File: src/hdl/gpb_pkg.sv
// ----------------------------------------------------------------------------
// gpb_pkg
// Shared types and constants for the GPIO port bank controller.
// ----------------------------------------------------------------------------
package gpb_pkg;

  localparam int unsigned NumPorts    = 11;
  localparam int unsigned PinsPerPort = 16;
  localparam int unsigned AddrW       = (NumPorts > 1) ? $clog2(NumPorts) : 1;

  // Request codes.
  typedef enum logic [3:0] {
    ACT_SET       = 4'd0,
    ACT_CLEAR     = 4'd1,
    ACT_TOGGLE    = 4'd2,
    ACT_WRITE_PIN = 4'd3,
    ACT_READ_PIN  = 4'd4,
    ACT_WRITE_PORT= 4'd5,
    ACT_READ_PORT = 4'd6,
    ACT_SET_MODE  = 4'd7,
    ACT_GET_MODE  = 4'd8,
    ACT_SET_MUX   = 4'd9
  } act_e;

  // Complete per-port state, held as one memory word.
  typedef struct packed {
    logic [4*PinsPerPort-1:0] mux_sel;
    logic [2*PinsPerPort-1:0] pull;
    logic [PinsPerPort-1:0]   drive;
    logic [2*PinsPerPort-1:0] mode;
    logic [PinsPerPort-1:0]   out_lvl;
  } gpb_entry_t;

  typedef struct packed {
    logic             rd_en;
    logic [AddrW-1:0] rd_addr;
    logic             wr_en;
    logic [AddrW-1:0] wr_addr;
  } gpb_mem_ctl_t;

endpackage

File: src/hdl/gpio_port_bank_controller.sv
// ----------------------------------------------------------------------------
// gpio_port_bank_controller
// Bank of 16-pin GPIO ports with bit set/clear/toggle access, pin and port
// reads, and per-pin mode, output type, pull and alternate-function setup.
// ----------------------------------------------------------------------------
//
//   Channel   Direction   Handshake                  Payload
//   request   in          in_valid_i / in_ready_o    action_i .. alt_function_i
//   result    out         out_valid_o / out_ready_i  status_o .. pull_read_o
//
// For each item, the accept cycle launches a read of the addressed port's
// state word; in the read-modify-write state the word is modified, written
// back and the result is loaded into the output register. The state memory
// has a registered read port. Reset clears the entry valid bits, so every
// port reads as all zero; no clearing pass is needed. When the result
// register is still full, the block holds in its read-modify-write state
// until the result is taken.
//
module gpio_port_bank_controller (
  input  logic        clk_i,
  input  logic        rst_ni,

  input  logic        in_valid_i,
  output logic        in_ready_o,
  input  logic [3:0]  action_i,
  input  logic [3:0]  port_i,
  input  logic [3:0]  pin_i,
  input  logic        pin_level_i,
  input  logic [15:0] port_word_i,
  input  logic [15:0] pad_levels_i,
  input  logic [1:0]  mode_select_i,
  input  logic        drive_type_i,
  input  logic [1:0]  pull_select_i,
  input  logic [3:0]  alt_function_i,

  output logic        out_valid_o,
  input  logic        out_ready_i,
  output logic        status_o,
  output logic        pin_value_o,
  output logic [15:0] port_value_o,
  output logic [15:0] out_word_o,
  output logic [1:0]  mode_read_o,
  output logic        drive_read_o,
  output logic [1:0]  pull_read_o
);

  // Two-state sequencer: waiting for a request, or finishing one.
  typedef enum logic [1:0] {
    S_IDLE = 2'b01,
    S_RMW  = 2'b10
  } state_e;

  state_e state_q, state_d;

  // Request captured at acceptance.
  logic [3:0]  action_q;
  logic [3:0]  port_q;
  logic [3:0]  pin_q;
  logic        pin_level_q;
  logic [15:0] port_word_q;
  logic [15:0] pad_levels_q;
  logic [1:0]  mode_select_q;
  logic        drive_type_q;
  logic [1:0]  pull_select_q;
  logic [3:0]  alt_function_q;
  logic        port_err_q;

  // Result register.
  logic        out_valid_q;
  logic        status_q;
  logic        pin_value_q;
  logic [15:0] port_value_q;
  logic [15:0] out_word_q;
  logic [1:0]  mode_read_q;
  logic        drive_read_q;
  logic [1:0]  pull_read_q;

  logic                  in_fire;
  logic                  port_err;
  logic                  res_load;
  logic                  entry_mod;
  gpb_pkg::gpb_entry_t   rd_entry;
  gpb_pkg::gpb_entry_t   wr_entry;
  gpb_pkg::gpb_mem_ctl_t mem_ctl;
  logic [15:0]           pin_mask;

  assign in_ready_o = (state_q == S_IDLE);
  assign in_fire    = in_valid_i && in_ready_o;
  assign port_err   = ({1'b0, port_i} >= 5'(gpb_pkg::NumPorts));

  // The result can be loaded once the output register is free or emptying.
  assign res_load = (state_q == S_RMW) && (!out_valid_q || out_ready_i);

  always_comb begin
    state_d = state_q;
    unique case (state_q)
      S_IDLE: begin
        if (in_fire) begin
          state_d = S_RMW;
        end
      end
      S_RMW: begin
        if (res_load) begin
          state_d = S_IDLE;
        end
      end
      default: state_d = S_IDLE;
    endcase
  end

  always_ff @(posedge clk_i or negedge rst_ni) begin
    if (!rst_ni) begin
      state_q     <= S_IDLE;
      out_valid_q <= 1'b0;
    end else begin
      state_q <= state_d;
      if (res_load) begin
        out_valid_q <= 1'b1;
      end else if (out_ready_i) begin
        out_valid_q <= 1'b0;
      end
    end
  end

  always_ff @(posedge clk_i) begin
    if (in_fire) begin
      action_q       <= action_i;
      port_q         <= port_i;
      pin_q          <= pin_i;
      pin_level_q    <= pin_level_i;
      port_word_q    <= port_word_i;
      pad_levels_q   <= pad_levels_i;
      mode_select_q  <= mode_select_i;
      drive_type_q   <= drive_type_i;
      pull_select_q  <= pull_select_i;
      alt_function_q <= alt_function_i;
      port_err_q     <= port_err;
    end
  end

  // Modify the state word read back for the pending request.
  assign pin_mask = 16'd1 << pin_q;

  always_comb begin
    wr_entry  = rd_entry;
    entry_mod = 1'b0;
    unique case (gpb_pkg::act_e'(action_q))
      gpb_pkg::ACT_SET: begin
        wr_entry.out_lvl = rd_entry.out_lvl | pin_mask;
        entry_mod        = 1'b1;
      end
      gpb_pkg::ACT_CLEAR: begin
        wr_entry.out_lvl = rd_entry.out_lvl & ~pin_mask;
        entry_mod        = 1'b1;
      end
      gpb_pkg::ACT_TOGGLE: begin
        wr_entry.out_lvl = rd_entry.out_lvl ^ pin_mask;
        entry_mod        = 1'b1;
      end
      gpb_pkg::ACT_WRITE_PIN: begin
        wr_entry.out_lvl[pin_q] = pin_level_q;
        entry_mod               = 1'b1;
      end
      gpb_pkg::ACT_WRITE_PORT: begin
        wr_entry.out_lvl = port_word_q;
        entry_mod        = 1'b1;
      end
      gpb_pkg::ACT_SET_MODE: begin
        wr_entry.mode[{pin_q, 1'b0} +: 2] = mode_select_q;
        wr_entry.drive[pin_q]             = drive_type_q;
        wr_entry.pull[{pin_q, 1'b0} +: 2] = pull_select_q;
        entry_mod                         = 1'b1;
      end
      gpb_pkg::ACT_SET_MUX: begin
        // Each pin's select sits at its own nibble of the 64-bit word.
        wr_entry.mux_sel[{pin_q, 2'b00} +: 4] = alt_function_q;
        entry_mod                             = 1'b1;
      end
      default: begin
        // Reads and unused codes leave the state alone.
      end
    endcase
  end

  assign mem_ctl.rd_en   = in_fire && !port_err;
  assign mem_ctl.rd_addr = port_i[gpb_pkg::AddrW-1:0];
  assign mem_ctl.wr_en   = res_load && !port_err_q && entry_mod;
  assign mem_ctl.wr_addr = port_q[gpb_pkg::AddrW-1:0];

  gpb_state_ram u_state_ram (
    .clk_i     (clk_i),
    .rst_ni    (rst_ni),
    .ctl_i     (mem_ctl),
    .wr_data_i (wr_entry),
    .rd_data_o (rd_entry)
  );

  // Result assembly; an out-of-range port reports status only.
  always_ff @(posedge clk_i) begin
    if (res_load) begin
      status_q     <= port_err_q;
      pin_value_q  <= 1'b0;
      port_value_q <= '0;
      out_word_q   <= '0;
      mode_read_q  <= '0;
      drive_read_q <= 1'b0;
      pull_read_q  <= '0;
      if (!port_err_q) begin
        out_word_q <= wr_entry.out_lvl;
        if (gpb_pkg::act_e'(action_q) == gpb_pkg::ACT_READ_PIN) begin
          pin_value_q <= pad_levels_q[pin_q];
        end
        if (gpb_pkg::act_e'(action_q) == gpb_pkg::ACT_READ_PORT) begin
          port_value_q <= pad_levels_q;
        end
        if (gpb_pkg::act_e'(action_q) == gpb_pkg::ACT_GET_MODE) begin
          mode_read_q  <= rd_entry.mode[{pin_q, 1'b0} +: 2];
          drive_read_q <= rd_entry.drive[pin_q];
          pull_read_q  <= rd_entry.pull[{pin_q, 1'b0} +: 2];
        end
      end
    end
  end

  assign out_valid_o  = out_valid_q;
  assign status_o     = status_q;
  assign pin_value_o  = pin_value_q;
  assign port_value_o = port_value_q;
  assign out_word_o   = out_word_q;
  assign mode_read_o  = mode_read_q;
  assign drive_read_o = drive_read_q;
  assign pull_read_o  = pull_read_q;

endmodule

File: src/hdl/gpb_state_ram.sv
// ----------------------------------------------------------------------------
// gpb_state_ram
// Per-port state memory with a registered read port and per-entry valid
// bits; an entry that was never written reads as all zero.
// ----------------------------------------------------------------------------
module gpb_state_ram (
  input  logic                 clk_i,
  input  logic                 rst_ni,
  input  gpb_pkg::gpb_mem_ctl_t ctl_i,
  input  gpb_pkg::gpb_entry_t  wr_data_i,
  output gpb_pkg::gpb_entry_t  rd_data_o
);

  gpb_pkg::gpb_entry_t              mem_q [gpb_pkg::NumPorts];
  gpb_pkg::gpb_entry_t              rd_data_q;
  logic [gpb_pkg::NumPorts-1:0]     entry_vld_q;
  logic                             rd_vld_q;

  always_ff @(posedge clk_i) begin
    if (ctl_i.wr_en) begin
      mem_q[ctl_i.wr_addr] <= wr_data_i;
    end
    if (ctl_i.rd_en) begin
      rd_data_q <= mem_q[ctl_i.rd_addr];
    end
  end

  always_ff @(posedge clk_i or negedge rst_ni) begin
    if (!rst_ni) begin
      entry_vld_q <= '0;
      rd_vld_q    <= 1'b0;
    end else begin
      if (ctl_i.wr_en) begin
        entry_vld_q[ctl_i.wr_addr] <= 1'b1;
      end
      if (ctl_i.rd_en) begin
        rd_vld_q <= entry_vld_q[ctl_i.rd_addr];
      end
    end
  end

  assign rd_data_o = rd_vld_q ? rd_data_q : '0;

endmodule

File: config.mk
export PLATFORM = sky130hd
export DESIGN_NAME = gpio_port_bank_controller
export DESIGN_NICKNAME = d
export VERILOG_FILES = /design/src/hdl/gpb_pkg.sv /design/src/hdl/gpio_port_bank_controller.sv /design/src/hdl/gpb_state_ram.sv
export SDC_FILE = /design/constraint.sdc
export NUM_CORES = 1
export LEC_CHECK = 0
export BUFFER_PORTS_ARGS = -buffer_cell sky130_fd_sc_hd__buf_2
export CAP_MARGIN = 10
export CORE_UTILIZATION = 65
export CTS_CLUSTER_SIZE = 20
export DETAILED_ROUTE_END_ITERATION = 7
export HOLD_SLACK_MARGIN = 0.08
export PLACE_DENSITY = 0.88
export SYNTH_ARGS = -nofsm -noshare
export SYNTH_HDL_FRONTEND = slang
export SYNTH_HIERARCHICAL = 1
export SYNTH_SLANG_ARGS = --single-unit
File: constraint.sdc
create_clock -name clk_i -period 17.5 [get_ports clk_i]
set_clock_uncertainty 0.2 [all_clocks]
set_input_delay 0.875 -clock clk_i [delete_from_list [all_inputs] [get_ports clk_i]]
set_output_delay 0.875 -clock clk_i [all_outputs]
set_load 0.02 [all_outputs]
== Word-level counts from Yosys, hierarchy flattened ==
Memories as Yosys holds them, arrays and structs flattened. A register that Yosys moved wholly into a read port is not among the register bits.
Cells that the tools add are included.

* $add $sub $neg: 2
* $lt $le $gt $ge: 6
* Equal/unequal tests: 13
* Shifts and indexed selects: 8
* Muxes and demuxes: 27
* Bitwise gates (word level): 8
* Reductions and logical operators: 18

{| class="wikitable"
|+ Operator list
! kind !! number
|-
| $mux 160 || 1
|-
| $mux 80 || 1
|-
| $pmux 16 s5 || 1
|-
| $bwmux 32 || 2
|-
| $bwmux 64 || 1
|-
| $mux 64 || 1
|-
| $shift 4x8->64 const A || 1
|-
| $shiftx 2x7->32 || 2
|-
| $shiftx 32x6->2 || 2
|-
| $shiftx 4x8->64 || 1
|-
| $bwmux 16 || 2
|-
| $shift 2x7->32 const A || 1
|-
| $and 16x16->16 || 1
|-
| $eq 4x3->1 const B || 4
|-
| $not 16->16 || 1
|-
| $or 16x16->16 || 1
|-
| $shl 1x4->16 const A || 1
|-
| $xor 16x16->16 || 1
|-
| $lt 4x5->1 const B || 3
|-
| $bmux 1 s4 || 3
|-
| $or 11x11->11 || 1
|-
| $mux 1 || 10
|-
| $demux 1 s4 || 2
|-
| $eq 4x2->1 const B || 2
|-
| other kinds (21) || 36
|}

* Register bits: 109
* Memory bits (writable): 1,760
* Output and inout bits: 41
* Word-level logic and storage cells: 105
* Memories: 1

{| class="wikitable"
|+ Memories
! name !! words !! width !! read ports !! clocked after memory_dff !! wr ports !! RTL line !! source
|-
| u_state_ram.mem_q || 11 || 160 || 1 || 1 || 1 || gpb_state_ram.sv:14 || <nowiki>gpb_pkg::gpb_entry_t mem_q [gpb_pkg::NumPorts];</nowiki>
|}

== Longest topological paths before layout ==
* Depth after elaboration: 7
* Depth in mapped cells: 11
* Mapped depth without buffers: 9

== Modules after synthesis ==
The synthesis kept the hierarchy.

{| class="wikitable"
|+ Modules (own cells, without submodules)
! module !! times used !! cells each !! area an instance (µm²) !! sequential area each (µm²)
|-
| gpb_state_ram || 1 || 3,274 || 71,982.8 || 57,955.6
|-
| gpio_port_bank_controller || 1 || 743 || 8,105.3 || 2,899.0
|}

== Least setup slack after synthesis ==
OpenSTA, ideal clock, no wires.

* Path kind: flip-flop to flip-flop
* From: register action_q[2]
* To: register u_state_ram/entry_vld_q[4] (netlist bit)
* Arrival: 13.424 ns
* Required time: 17.166 ns
* Slack: 3.742 ns
* Stages on the path, launching flop included: 10
* Path buffers: 2
* Clock period less this slack: 13.758 ns
* Cells stage by stage: edfxtp_1 clkbuf_1 clkbuf_1 or2_2 nand2_1 a21oi_1 nor4_1 nand3b_1 nor3_1 or2_2

{| class="wikitable"
|+ RTL lines
! item !! RTL line !! source
|-
| start, declared || gpio_port_bank_controller.sv:56 || <nowiki>logic [3:0] action_q;</nowiki>
|-
| start signal, assigned || gpio_port_bank_controller.sv:127 || <nowiki>action_q <= action_i;</nowiki>
|-
| end signal, assigned || gpb_state_ram.sv:30 || <nowiki>entry_vld_q <= '0;</nowiki>
|-
| end signal, assigned by index || gpb_state_ram.sv:34 || <nowiki>entry_vld_q[ctl_i.wr_addr] <= 1'b1;</nowiki>
|-
| end, declared || gpb_state_ram.sv:16 || <nowiki>logic [gpb_pkg::NumPorts-1:0] entry_vld_q;</nowiki>
|}

==> PnR_summary.wiki <==
{| class="wikitable"
! Metric !! Value
|-
| Outcome || finished clean
|-
| Clock Sink Count || around 1300
|-
| Worst hold path class || in2reg
|-
| Max-slew violation total from the final report || 0
|-
| R2R Path End || u_state_ram/mem_q[0][87]
|-
| Horizontal extent of the die || approximately 280 um
|-
| Maximum VDD drop || ~86 uV
|-
| Reg-to-Reg Start || action_q[1]
|-
| Peak fanout along the critical path || 52
|-
| Internal power consumption || about 0.005 W
|-
| FF-to-FF path depth || 9
|-
| Vias in the first global route || ~28000
|-
| Die outline height || roughly 280 um
|-
| Routed wire per std cell || roughly 32 um
|-
| Worst Path Required || between 15 and 20 ns
|-
| Synthesized instance count || 2633
|-
| WP buf/inv || 3
|-
| Die outline area || around 79000 um^2
|-
| Setup repair after global routing missed its margin || no
|-
| Cell with the largest stage delay on the worst path || buf_4
|-
| Initial core utilization || 0.6607
|-
| Setup slack of the worst register-to-register path || 12.76 ns
|-
| Number of cells on the worst hold path || 1
|-
| Maximum clock path buffer count || 3
|-
| Most common cell after layout, fill and taps aside || edfxtp_1
|-
| Congestion Overflow GR || 0
|-
| Number of violations of the max-capacitance limit || 0
|-
| Largest delay contributor family on the critical path || buffers and inverters
|-
| Syn-to-layout area delta || 10.17%
|-
| Rel. slew slack || 0.1038
|-
| Pin count of the biggest net entering global routing || 98
|-
| Switching power total || between 0.001 and 0.0015 W
|-
| Hold Slack || 0.1769 ns
|-
| Cell area after layout || approximately 56000 um^2
|-
| Layout cells sized above 1 || 0.2337
|-
| Crit path launch type || flop
|-
| Number of warnings issued by yosys || 6
|-
| Final WL || approximately 120000 um
|-
| DRC viols || 0
|-
| Most used cells in the layout excluding fill and tap cells || 1242 x edfxtp_1, 215 x mux4_2, 120 x nand2_1, 119 x and2_1, 117 x clkbuf_16
|-
| Share of total power in the clock network || 0.386
|-
| Area of the mapped netlist || 50520 um^2
|-
| Worst-case hold path end point || drive_type_q
|-
| Number of top-level pins || between 90 and 100
|-
| First DRT Iteration DRCs || 4099
|-
| Skew-Pair Late Insertion Delay || 0.70 ns
|-
| Remaining number of nets flagged by the antenna check after routing || 0
|-
| Sequential group share of total power || 0.541
|-
| Root Buffer Master || clkbuf_16
|-
| Vias per Instance || between 7 and 8
|-
| Number of buffers created by CTS || roughly 120
|-
| Hold violation count in the final report || 0
|-
| Clock-pin slew on the worst setup and hold paths || around 0.060 ns
|-
| Number of setup buffers added after CTS || 0
|-
| Initial antenna violation count || 0
|-
| Time the final worst path needs with I/O delays and setup || 4.738 ns
|-
| Final Net Count || ~2800
|-
| Proportion of total power due to net switching || 0.2220
|-
| Clock tree from TritonCTS || built
|-
| # H-tree levels || 3
|-
| FP Rows || roughly 100
|-
| Vias || approximately 27000
|-
| Combinational group share of total power || 0.074
|-
| Leakage power total || 18.34 nW
|-
| Post-detail-place hpwl || about 62000 um
|-
| First-pass GRT wire length || about 180000 um
|-
| Total Neg Setup Slack || 0 ns
|-
| Average cell area after synthesis || ~19 um^2
|-
| Arrival time worst endpoint || slightly below 5 ns
|-
| Max stage delay on crit path || between 0.9 and 1 ns
|-
| Detailed Routing Iterations Pass 1 || 8
|-
| Cell repeated most along the worst path || buf_4
|-
| F_max || about 210 MHz
|-
| Synth Net Count || ~2700
|-
| Cell area after placement || approximately 52000 um^2
|-
| Path type of the worst setup path || reg2reg
|-
| Worst-margin pin slew || about 1.3 ns
|-
| Number of cells on the critical path || 9
|-
| Min-delay src || drive_type_i
|-
| Final count of negative-setup-slack endpoints || 0
|-
| Global placer's final weighted congestion || between 0.8 and 0.9
|-
| Kind of end point of the critical path || flop
|-
| Overall Power || between 0.006 and 0.007 W
|-
| Port Buffer Count || between 90 and 100
|-
| Total power per unit cell area || 114.3 nW/um^2
|-
| Part of the cycle the worst path needs || 0.2707
|-
| Core area || 76450 um^2
|-
| Chain of cells forming the critical path || buf_4 > or2_2 > nand2_1 > a21oi_1 > nor4_1 > or3b_1 > nor3_2 > buf_4 > buf_4
|-
| Overall global routing resource usage || 0.3171
|}
[metrics by stage]
step | std cells | setup WS, ns | util
after floorplan | 2633 | 8.273 | -
after global placement | 3635 | 12.72 | 0.6796
after detailed placement | 3635 | 12.61 | 0.6796
after CTS | 3850 | 12.82 | 0.7279
after global routing | 3850 | 12.62 | 0.7279
final | 3851 | 12.76 | 0.7279
[routing by layer]
layer | up-vias | share of wire | global-route usage | wire length, um
met3 | 428 | 0.12 | 0.05969 | 14280
met4 | 0 | 0.051 | 0.1529 | 6217
li1 | 10830 | - | - | -
met1 | 13600 | 0.34 | 0.4182 | 41990
met2 | 2188 | 0.49 | 0.5159 | 59720
met5 | - | 0 | 0 | 0
[flip-flops by register name, summed over array words and instances (netlist names), 2 cells and up]
name                     cells
u_state_ram/mem_q         1056
u_state_ram/rd_data_q       96
out_word_o                  16
pad_levels_q                16
port_value_o                16
port_word_q                 16
u_state_ram/entry_vld_q     11
action_q                     4
pin_q                        4
port_q                       4
mode_read_o                  2
mode_select_q                2
pull_read_o                  2
pull_select_q                2
state_q                      2
[what timing repair did]
| action | CTS | global route |
|---|---|---|
| gates resized for setup | 0 | 0 |
| hold endpoints to repair | 14 | 0 |
| hold buffers | 1 | 0 |
[worst max-delay path by stage]
stage                     slack (ns)                         to         from
after CTS                      12.82   u_state_ram/mem_q[0][67]  action_q[1]
after global placement         12.72  u_state_ram/rd_data_q[45]    port_i[0]
after floorplan                 8.27    u_state_ram/mem_q[0][0]  action_q[2]
after global routing           12.62   u_state_ram/mem_q[0][87]  action_q[1]
final                          12.76   u_state_ram/mem_q[0][87]  action_q[1]
after detailed placement       12.61  u_state_ram/rd_data_q[45]    port_i[0]
[power by group through the flow]
| stage | Combinational [W] | Clock (W) | Sequential (W) |
|---|---|---|---|
| 6_report | 0.000468 | 0.00245 | 0.00344 |
| 5_1_grt | 0.000493 | 0.00258 | 0.00344 |
| 4_1_cts | 0.000458 | 0.00247 | 0.00344 |
| 3_5_place_dp | 0.000449 | 0 | 0.00350 |
| 3_3_place_gp | 0.000423 | 0 | 0.00350 |
| 2_1_floorplan | 0.000311 | 0 | 0.00349 |
[cell type report]
| class | instances | area, um^2 |
|---|---|---|
| inverters | 27 | 101.3 |
| flip-flops and latches | 1257 | 37670 |
| well taps | 1030 | 1289 |
| multi-input cells | 1175 | 12010 |
| diodes | 1 | 2.502 |
| clock inverters | 64 | 579.3 |
| clock buffers | 150 | 3102 |
| repair buffers | 147 | 902.1 |
| fillers | 4047 | 20800 |
(Power assumes the default switching activity.)
